[config.mk]
export PLATFORM = sky130hd
export DESIGN_NAME = deadline_timer_queue_flat
export DESIGN_NICKNAME = d
export VERILOG_FILES = /design/src/sv/dtq_pkg.sv /design/src/sv/dtq_if.sv /design/src/sv/deadline_timer_queue.sv /design/src/sv/dtq_mem.sv /design/src/sv/dtq_due.sv /design/src/flat_wrapper.sv
export SDC_FILE = /design/constraint.sdc
export NUM_CORES = 2
export LEC_CHECK = 0
export BUFFER_PORTS_ARGS = -buffer_cell sky130_fd_sc_hd__clkbuf_2
export CELL_PAD_IN_SITES_DETAIL_PLACEMENT = 1
export CELL_PAD_IN_SITES_GLOBAL_PLACEMENT = 2
export CORE_ASPECT_RATIO = 1.75
export CORE_MARGIN = 4
export CORE_UTILIZATION = 34
export CTS_CLUSTER_DIAMETER = 120
export DETAILED_ROUTE_END_ITERATION = 8
export GPL_ROUTABILITY_DRIVEN = 1
export GPL_TIMING_DRIVEN = 0
export MAX_ROUTING_LAYER = met4
export PLACE_DENSITY_LB_ADDON = 0.25
export SLEW_MARGIN = 30
export SYNTH_ARGS = -nofsm -noshare
export SYNTH_HDL_FRONTEND = slang
export SYNTH_SLANG_ARGS = --single-unit
[constraint.sdc]
create_clock -name i_clk -period 26.2 [get_ports i_clk]
set_clock_uncertainty 0.15 [all_clocks]
set_input_delay 6.55 -clock i_clk [delete_from_list [all_inputs] [get_ports i_clk]]
set_output_delay 6.55 -clock i_clk [all_outputs]
set_load 0.05 [all_outputs]
[src/sv/dtq_pkg.sv]
// Package for the deadline timer queue: operation and result codes, the
// stored entry type and fixed constants. No dependencies.
package dtq_pkg;

    localparam logic [1:0] OP_RESERVE    = 2'd0;
    localparam logic [1:0] OP_DISTRIBUTE = 2'd1;
    localparam logic [1:0] OP_CLEAR      = 2'd2;

    localparam logic [2:0] KIND_RESERVED = 3'd0;
    localparam logic [2:0] KIND_REJECTED = 3'd1;
    localparam logic [2:0] KIND_RELEASED = 3'd2;
    localparam logic [2:0] KIND_NONE     = 3'd3;
    localparam logic [2:0] KIND_CLEARED  = 3'd4;

    localparam int MAX_RESULTS = 32;
    localparam int NW = $clog2(MAX_RESULTS + 1);

    localparam logic [23:0] CPM_RESET = 24'd10000;

    typedef struct packed {
        logic [63:0] deadline;
        logic [15:0] handle;
    } t_entry;

endpackage

[src/sv/dtq_if.sv]
// Channel interfaces of the deadline timer queue: request and result.
// Depends on nothing.
interface dtq_req_if;
    logic        valid;
    logic        ready;
    logic [1:0]  operation;
    logic [63:0] current_time;
    logic [31:0] delay_ms;
    logic [15:0] job_handle;

    modport source (output valid, operation, current_time, delay_ms, job_handle,
                    input ready);
    modport sink   (input valid, operation, current_time, delay_ms, job_handle,
                    output ready);
endinterface

interface dtq_res_if;
    logic        valid;
    logic        ready;
    logic [2:0]  result_kind;
    logic [15:0] released_handle;
    logic [5:0]  pending_count;
    logic        last_of_run;

    modport source (output valid, result_kind, released_handle, pending_count,
                    last_of_run, input ready);
    modport sink   (input valid, result_kind, released_handle, pending_count,
                    last_of_run, output ready);
endinterface

[src/sv/deadline_timer_queue.sv]
// Deadline timer queue: jobs kept sorted by deadline in a circular buffer
// held in one synchronous memory; release pops from the head.
// Depends on dtq_pkg, dtq_if, dtq_mem and dtq_due.
//
// One item at a time. A reserve passes through S_MUL and S_INS0; a full
// queue rejects it there, an empty one goes on to S_PUT, and otherwise S_CMP
// moves each queued job with a later deadline up one slot through the
// memory's single write port and finds the insert point, unless every queued
// job moves; then S_PUT writes the new job. A distribute pops due jobs from
// the head in S_DIS, and a clear goes straight to S_OUT. A result waits in an
// output register while the next item is accepted; the block only stalls when
// a new result finds that register still full. counts_per_ms is written
// through i_cfg_we/i_cfg_wdata.
module deadline_timer_queue #(
    parameter int QUEUE_DEPTH = 32
) (
    input  logic        i_clk,
    input  logic        i_rst_n,
    dtq_req_if.sink     i_req,
    dtq_res_if.source   o_res,
    input  logic        i_cfg_we,
    input  logic [23:0] i_cfg_wdata
);
    localparam int AW = (QUEUE_DEPTH > 1) ? $clog2(QUEUE_DEPTH) : 1;
    localparam int CW = $clog2(QUEUE_DEPTH + 1);
    localparam int SW = CW + 1;

    localparam logic [2:0] S_IDLE = 3'd0;
    localparam logic [2:0] S_MUL  = 3'd1;
    localparam logic [2:0] S_INS0 = 3'd2;
    localparam logic [2:0] S_CMP  = 3'd3;
    localparam logic [2:0] S_PUT  = 3'd4;
    localparam logic [2:0] S_DIS  = 3'd5;
    localparam logic [2:0] S_OUT  = 3'd6;

    logic [2:0]      r_state, n_state;
    logic [23:0]     r_cpm;
    logic [CW-1:0]   r_occ, n_occ;
    logic [AW-1:0]   r_head, n_head;
    logic [CW-1:0]   r_pos, n_pos;
    logic [dtq_pkg::NW-1:0] r_n, n_n;
    logic            r_havep, n_havep;
    logic [15:0]     r_pend_h, n_pend_h;
    logic [63:0]     r_now;
    logic [15:0]     r_handle;
    logic [2:0]      r_kind, n_kind;

    logic            r_ovalid;
    logic [2:0]      r_okind;
    logic [15:0]     r_ohandle;
    logic [5:0]      r_ocnt;
    logic            r_olast;

    logic            o_load;
    logic [2:0]      o_kind;
    logic [15:0]     o_handle;
    logic            o_last;

    logic            accept, out_free, due_now;
    logic [63:0]     due;
    logic            we;
    logic [AW-1:0]   waddr, raddr;
    dtq_pkg::t_entry wdata, rdata;

    function automatic logic [AW-1:0] phys(input logic [AW-1:0] head,
                                           input logic [CW-1:0] k);
        logic [SW-1:0] s;
        s = SW'(head) + SW'(k);
        if (s >= SW'(QUEUE_DEPTH)) begin
            s = s - SW'(QUEUE_DEPTH);
        end
        return s[AW-1:0];
    endfunction

    assign accept   = i_req.valid && i_req.ready;
    assign i_req.ready = (r_state == S_IDLE);
    assign out_free = !r_ovalid || o_res.ready;

    dtq_mem #(.DEPTH(QUEUE_DEPTH), .AW(AW)) u_mem (
        .i_clk   (i_clk),
        .i_we    (we),
        .i_waddr (waddr),
        .i_wdata (wdata),
        .i_raddr (raddr),
        .o_rdata (rdata)
    );

    dtq_due u_due (
        .i_clk   (i_clk),
        .i_load  (accept),
        .i_now   (i_req.current_time),
        .i_delay (i_req.delay_ms),
        .i_cpm   (r_cpm),
        .o_due   (due)
    );

    assign due_now = (r_occ != '0) && (rdata.deadline <= r_now) &&
                     (r_n < dtq_pkg::NW'(dtq_pkg::MAX_RESULTS));

    always_comb begin
        n_state  = r_state;
        n_occ    = r_occ;
        n_head   = r_head;
        n_pos    = r_pos;
        n_n      = r_n;
        n_havep  = r_havep;
        n_pend_h = r_pend_h;
        n_kind   = r_kind;
        we       = 1'b0;
        waddr    = phys(r_head, r_pos);
        wdata    = rdata;
        raddr    = r_head;
        o_load   = 1'b0;
        o_kind   = r_kind;
        o_handle = '0;
        o_last   = 1'b1;
        unique case (r_state)
            S_IDLE: begin
                if (accept) begin
                    unique case (i_req.operation)
                        dtq_pkg::OP_RESERVE: n_state = S_MUL;
                        dtq_pkg::OP_DISTRIBUTE: begin
                            n_n     = '0;
                            n_havep = 1'b0;
                            n_state = S_DIS;
                        end
                        dtq_pkg::OP_CLEAR: begin
                            n_occ   = '0;
                            n_head  = '0;
                            n_kind  = dtq_pkg::KIND_CLEARED;
                            n_state = S_OUT;
                        end
                        default: n_state = S_IDLE;
                    endcase
                end
            end
            S_MUL: n_state = S_INS0;
            S_INS0: begin
                if (r_occ == CW'(QUEUE_DEPTH)) begin
                    n_kind  = dtq_pkg::KIND_REJECTED;
                    n_state = S_OUT;
                end else if (r_occ == '0) begin
                    n_pos   = '0;
                    n_state = S_PUT;
                end else begin
                    raddr   = phys(r_head, r_occ - 1'b1);
                    n_pos   = r_occ;
                    n_state = S_CMP;
                end
            end
            S_CMP: begin
                // Shift later entries up one slot until the insert point.
                if (rdata.deadline > due) begin
                    we    = 1'b1;
                    n_pos = r_pos - 1'b1;
                    if (r_pos == CW'(1)) begin
                        n_state = S_PUT;
                    end else begin
                        raddr = phys(r_head, r_pos - CW'(2));
                    end
                end else begin
                    n_state = S_PUT;
                end
            end
            S_PUT: begin
                we             = 1'b1;
                wdata.deadline = due;
                wdata.handle   = r_handle;
                n_occ          = r_occ + 1'b1;
                n_kind         = dtq_pkg::KIND_RESERVED;
                n_state        = S_OUT;
            end
            S_DIS: begin
                // A popped job is held back in r_pend_h so that its last flag
                // can see whether the next head is also due.
                if (out_free) begin
                    if (r_havep) begin
                        o_load   = 1'b1;
                        o_kind   = dtq_pkg::KIND_RELEASED;
                        o_handle = r_pend_h;
                        o_last   = !due_now;
                    end else if (!due_now) begin
                        o_load = 1'b1;
                        o_kind = dtq_pkg::KIND_NONE;
                    end
                    if (due_now) begin
                        n_pend_h = rdata.handle;
                        n_havep  = 1'b1;
                        n_head   = phys(r_head, CW'(1));
                        raddr    = phys(r_head, CW'(1));
                        n_occ    = r_occ - 1'b1;
                        n_n      = r_n + 1'b1;
                    end else begin
                        n_state = S_IDLE;
                    end
                end
            end
            S_OUT: begin
                if (out_free) begin
                    o_load  = 1'b1;
                    n_state = S_IDLE;
                end
            end
            default: n_state = S_IDLE;
        endcase
    end

    always_ff @(posedge i_clk) begin
        if (!i_rst_n) begin
            r_state  <= S_IDLE;
            r_cpm    <= dtq_pkg::CPM_RESET;
            r_occ    <= '0;
            r_head   <= '0;
            r_havep  <= 1'b0;
            r_n      <= '0;
            r_ovalid <= 1'b0;
        end else begin
            r_state <= n_state;
            r_occ   <= n_occ;
            r_head  <= n_head;
            r_havep <= n_havep;
            r_n     <= n_n;
            if (i_cfg_we) begin
                r_cpm <= i_cfg_wdata;
            end
            if (o_load) begin
                r_ovalid <= 1'b1;
            end else if (o_res.ready) begin
                r_ovalid <= 1'b0;
            end
        end
    end

    // The count of the current cycle already covers the job being reported.
    always_ff @(posedge i_clk) begin
        r_pos    <= n_pos;
        r_pend_h <= n_pend_h;
        r_kind   <= n_kind;
        if (accept) begin
            r_now    <= i_req.current_time;
            r_handle <= i_req.job_handle;
        end
        if (o_load) begin
            r_okind   <= o_kind;
            r_ohandle <= o_handle;
            r_ocnt    <= 6'(r_occ);
            r_olast   <= o_last;
        end
    end

    assign o_res.valid           = r_ovalid;
    assign o_res.result_kind     = r_okind;
    assign o_res.released_handle = r_ohandle;
    assign o_res.pending_count   = r_ocnt;
    assign o_res.last_of_run     = r_olast;
endmodule

[src/sv/dtq_mem.sv]
// Entry memory of the deadline timer queue: one write port, one read port
// with registered read data. Depends on dtq_pkg.
module dtq_mem #(
    parameter int DEPTH = 32,
    parameter int AW    = 5
) (
    input  logic              i_clk,
    input  logic              i_we,
    input  logic [AW-1:0]     i_waddr,
    input  dtq_pkg::t_entry   i_wdata,
    input  logic [AW-1:0]     i_raddr,
    output dtq_pkg::t_entry   o_rdata
);
    dtq_pkg::t_entry r_mem [DEPTH];
    dtq_pkg::t_entry r_rdata;

    always_ff @(posedge i_clk) begin
        if (i_we) begin
            r_mem[i_waddr] <= i_wdata;
        end
        r_rdata <= r_mem[i_raddr];
    end

    assign o_rdata = r_rdata;
endmodule

[src/sv/dtq_due.sv]
// Deadline computation: delay times counts per ms, then a saturating add
// to the current time, one register after each step. Depends on nothing.
module dtq_due (
    input  logic        i_clk,
    input  logic        i_load,
    input  logic [63:0] i_now,
    input  logic [31:0] i_delay,
    input  logic [23:0] i_cpm,
    output logic [63:0] o_due
);
    logic [55:0] r_prod;
    logic [63:0] r_now;
    logic [63:0] r_due;
    logic [64:0] n_sum;

    assign n_sum = {1'b0, r_now} + 65'(r_prod);

    always_ff @(posedge i_clk) begin
        if (i_load) begin
            r_prod <= 56'(i_delay) * 56'(i_cpm);
            r_now  <= i_now;
        end
        r_due <= n_sum[64] ? '1 : n_sum[63:0];
    end

    assign o_due = r_due;
endmodule

[src/flat_wrapper.sv]
// flat-port wrapper written by rule: the top's interface ports become plain ports
module deadline_timer_queue_flat 
#(
    parameter int QUEUE_DEPTH = 32
)
  (i_clk, i_rst_n, i_cfg_we, i_cfg_wdata, i_req_valid, i_req_operation, i_req_current_time, i_req_delay_ms, i_req_job_handle, i_req_ready, o_res_valid, o_res_result_kind, o_res_released_handle, o_res_pending_count, o_res_last_of_run, o_res_ready);
  dtq_req_if i_req_i ();
  dtq_res_if o_res_i ();
  input  logic i_clk;
  input  logic i_rst_n;
  input  logic i_cfg_we;
  input  logic [23:0] i_cfg_wdata;
  input wire logic [$bits(i_req_i.valid)-1:0] i_req_valid;
  input wire logic [$bits(i_req_i.operation)-1:0] i_req_operation;
  input wire logic [$bits(i_req_i.current_time)-1:0] i_req_current_time;
  input wire logic [$bits(i_req_i.delay_ms)-1:0] i_req_delay_ms;
  input wire logic [$bits(i_req_i.job_handle)-1:0] i_req_job_handle;
  output wire logic [$bits(i_req_i.ready)-1:0] i_req_ready;
  output wire logic [$bits(o_res_i.valid)-1:0] o_res_valid;
  output wire logic [$bits(o_res_i.result_kind)-1:0] o_res_result_kind;
  output wire logic [$bits(o_res_i.released_handle)-1:0] o_res_released_handle;
  output wire logic [$bits(o_res_i.pending_count)-1:0] o_res_pending_count;
  output wire logic [$bits(o_res_i.last_of_run)-1:0] o_res_last_of_run;
  input wire logic [$bits(o_res_i.ready)-1:0] o_res_ready;
  assign i_req_i.valid = i_req_valid;
  assign i_req_i.operation = i_req_operation;
  assign i_req_i.current_time = i_req_current_time;
  assign i_req_i.delay_ms = i_req_delay_ms;
  assign i_req_i.job_handle = i_req_job_handle;
  assign i_req_ready = i_req_i.ready;
  assign o_res_valid = o_res_i.valid;
  assign o_res_result_kind = o_res_i.result_kind;
  assign o_res_released_handle = o_res_i.released_handle;
  assign o_res_pending_count = o_res_i.pending_count;
  assign o_res_last_of_run = o_res_i.last_of_run;
  assign o_res_i.ready = o_res_ready;
  deadline_timer_queue #(.QUEUE_DEPTH(QUEUE_DEPTH)) u_core (.i_clk(i_clk), .i_rst_n(i_rst_n), .i_req(i_req_i), .o_res(o_res_i), .i_cfg_we(i_cfg_we), .i_cfg_wdata(i_cfg_wdata));
endmodule
==> impl_metrics.json <==
{
  "startpoint": "i_req_delay_ms[6]",
  "finalSetupViolations": 0,
  "io_buffer_count": 168,
  "start_util": 0.342,
  "n_fill_cell": 44555,
  "insertion_delay_ps": 930,
  "r2r_setup_slack_ps": 15970,
  "synthesis.area_sq_mm": 0.145,
  "ys_seq_area_frac": 0.596,
  "ctsHoldBuffers": 0,
  "vias": 105146,
  "grt_pass1_vias": 112641,
  "cts_tree": "built",
  "fp.dieArea_sq_mm": 0.436,
  "min_period_ps": 15350,
  "wl_per_cell_um": 37.5,
  "period_share": 0.586,
  "endpoint": "u_core.u_due.r_prod[55]",
  "dp_slack_ps": 9910,
  "nets": 14139,
  "clock_path_buffers": 4,
  "synth-edff-count": 2746,
  "r2r-end": "u_core.u_due.r_prod[55]",
  "cts.sinks": 2936,
  "grt.overflow.total": 0,
  "final_common_cell": "nand2_1",
  "gr-usage-all-layers": 0.328,
  "worstMarginPinSlew_ps": 1180,
  "post-cts-setup-buffers": 0,
  "drv_slew": 0,
  "synthToLayoutAreaGrowth_pct": 19.6,
  "critPathMaxFanout": 10,
  "cp_common_cell": "fa_1",
  "cp-start-kind": "input pin",
  "ant_nets": 0,
  "gp_congestion": 0.964,
  "fmax_ghz": 0.0652,
  "r2r_cells": 28,
  "max_stage_delay_ps": 750,
  "clk_pin_slew_ps": 60,
  "max_cap_viol_count": 0,
  "die_x_um": 501,
  "grt_antenna_before_repair": 76,
  "ir_drop_mv": 0.130,
  "grt_pass1_wl_um": 946000,
  "endpoint_kind": "flop",
  "setup_ws_ps": 10850,
  "cts-resized-gates": 0,
  "dr.first_iter.drc_count": 9036,
  "drcViolationCount": 0,
  "p_leak_nw": 66.4,
  "first_pass_iters": 8,
  "synth_flop_cell": "edfxtp_1",
  "ys_async_sr_fraction": 0,
  "totalWireLength_um": 707000,
  "worstReg2RegStart": "u_core.r_cpm[17]",
  "worstPathArrival_ps": 15830,
  "drive_gt1_frac": 0.126,
  "core_area_sq_mm": 0.423,
  "synth_cells": 12103,
  "grt_max_degree": 51,
  "rsz0062_at_grt": "no",
  "cellPowerDensity_mw_per_mm2": 132,
  "worstHoldPathType": "flop to flop",
  "crit_required_ps": 26680,
  "vias_per_cell": 5.58,
  "final_cell_mix": "nand2_1, edfxtp_1, nand3_1, inv_1, fa_1",
  "fp-row-count": 316,
  "worstSetupPathType": "input pin to flop",
  "outcome": "finished clean",
  "finalHoldViolCount": 0,
  "place_hpwl_um": 569000,
  "synth.avg_cell_area_sq_um": 12.0,
  "cts-root-buf": "clkbuf_16",
  "synthDistinctLibCells": 87,
  "syn_nets": 13298,
  "tns_ps": 0,
  "pin_count": 171,
  "ys_warn_count": 0,
  "chipHeight_um": 871,
  "slew-limit-headroom": 0.209,
  "htreeDepth": 5,
  "slowest_stage": "clkbuf_1",
  "cts_buffers": 302,
  "ys_ff_latch": 2936
}
cell families after synthesis:
logic type	synth area share
AOI/OAI and AO/OA	0.0568
and+or+nand+nor	0.156
adders and majority gates	0.125
buffers and inverters	0.0450
DFF	0.596
xor gates and xnor gates	0.00727
muxes	0.0129
registers in the layout, summed over array words and instances, names as in the netlist, 5 cells and up:
signal / cells
u_core.o_res.released_handle: 16
u_core.r_pend_h: 16
u_core.r_occ: 6
u_core.u_due.r_prod: 56
u_core.u_due.o_due: 64
u_core.u_mem.o_rdata: 80
u_core.r_n: 6
u_core.r_now: 64
u_core.r_handle: 16
u_core.u_mem.r_mem: 2560
u_core.r_cpm: 24
u_core.o_res.pending_count: 6
u_core.r_pos: 6
u_core.r_head: 5
how the worst min path moves through the flow:
| stage | startpoint | to | depth (start not counted) |
|---|---|---|---|
| floorplan | u_core.r_occ[4] | u_core.o_res.pending_count[4] | 0 |
| global placement | u_core.u_mem.o_rdata[9] | u_core.r_pend_h[9] | 0 |
| detailed placement | u_core.u_mem.o_rdata[3] | u_core.r_pend_h[3] | 0 |
| CTS | u_core.u_mem.o_rdata[3] | u_core.r_pend_h[3] | 0 |
| global route | u_core.u_mem.o_rdata[9] | u_core.r_pend_h[9] | 0 |
| finish | u_core.u_mem.o_rdata[3] | u_core.r_pend_h[3] | 0 |
worst max-delay path: cells and delay by family:
family          cells  cell delay (ps)
compound gates     10             3300
xor+xnor            1               90
buf+inv             7             1440
fa+ha+maj           8             3970
simple gates        3              450
per-layer routing:
layer,vias up,track usage,routed length (um)
met5,-,-,0
met4,0,0.292,81500
met3,1850,0.0459,35500
met2,4105,0.585,370000
met1,55067,0.304,220000
li1,44124,-,-
area by class of cell:
class                           count  area, sq um  area share
Inverter                          872         3270      0.0189
Buffer                            699         3470      0.0201
Multi-Input combinational cell   7596        53100       0.307
Tap cell                         5565         6960      0.0402
Clock inverter                    159         1700     0.00981
Sequential cell                  2936        86300       0.498
Clock buffer                      387         8160      0.0472
Antenna cell                       88          220     0.00127
Timing Repair Buffer              537         9930      0.0574
cells in the mapped netlist, types with 150 or more instances:
| library cell | number | area [sq um] |
|---|---|---|
| nand2_1 | 2901 | 10900 |
| edfxtp_1 | 2746 | 82500 |
| nand3_1 | 1067 | 5340 |
| inv_1 | 870 | 3270 |
| fa_1 | 662 | 13300 |
| and2_1 | 414 | 2590 |
| ha_1 | 390 | 4880 |
| clkbuf_1 | 373 | 1400 |
| a21oi_1 | 238 | 1190 |
| and3_1 | 226 | 1410 |
| o21ai_0 | 213 | 1070 |
| buf_2 | 210 | 1050 |
| nor2_1 | 204 | 766 |
| dfxtp_1 | 190 | 3800 |
| mux2i_1 | 154 | 1540 |
| a311oi_1 | 150 | 1310 |
report_power, final:
group	switching, mW	leakage [nW]	total, mW	internal [mW]
sequential	0.303	26.4	6.89	6.58
combinational	7.86	35.2	11.5	3.66
clock	1.96	4.80	4.48	2.51
total	10.1	66.4	22.9	12.8
stage by stage:
stage / std cells / total power, mW / instance area (sq um) / utilization / hold slack, ps
after floorplan: 12103 / 12.8 / 145000 / - / 256
after global placement: 17836 / 17.6 / 152000 / 0.360 / 265
after detailed placement: 18205 / 18.5 / 163000 / 0.385 / 271
after CTS: 18751 / 23.0 / 173000 / 0.408 / 287
after global routing: 18821 / 23.9 / 173000 / 0.409 / 305
final: 18839 / 22.9 / 173000 / 0.409 / 283
Note: power is estimated with default switching activity, not from simulation.
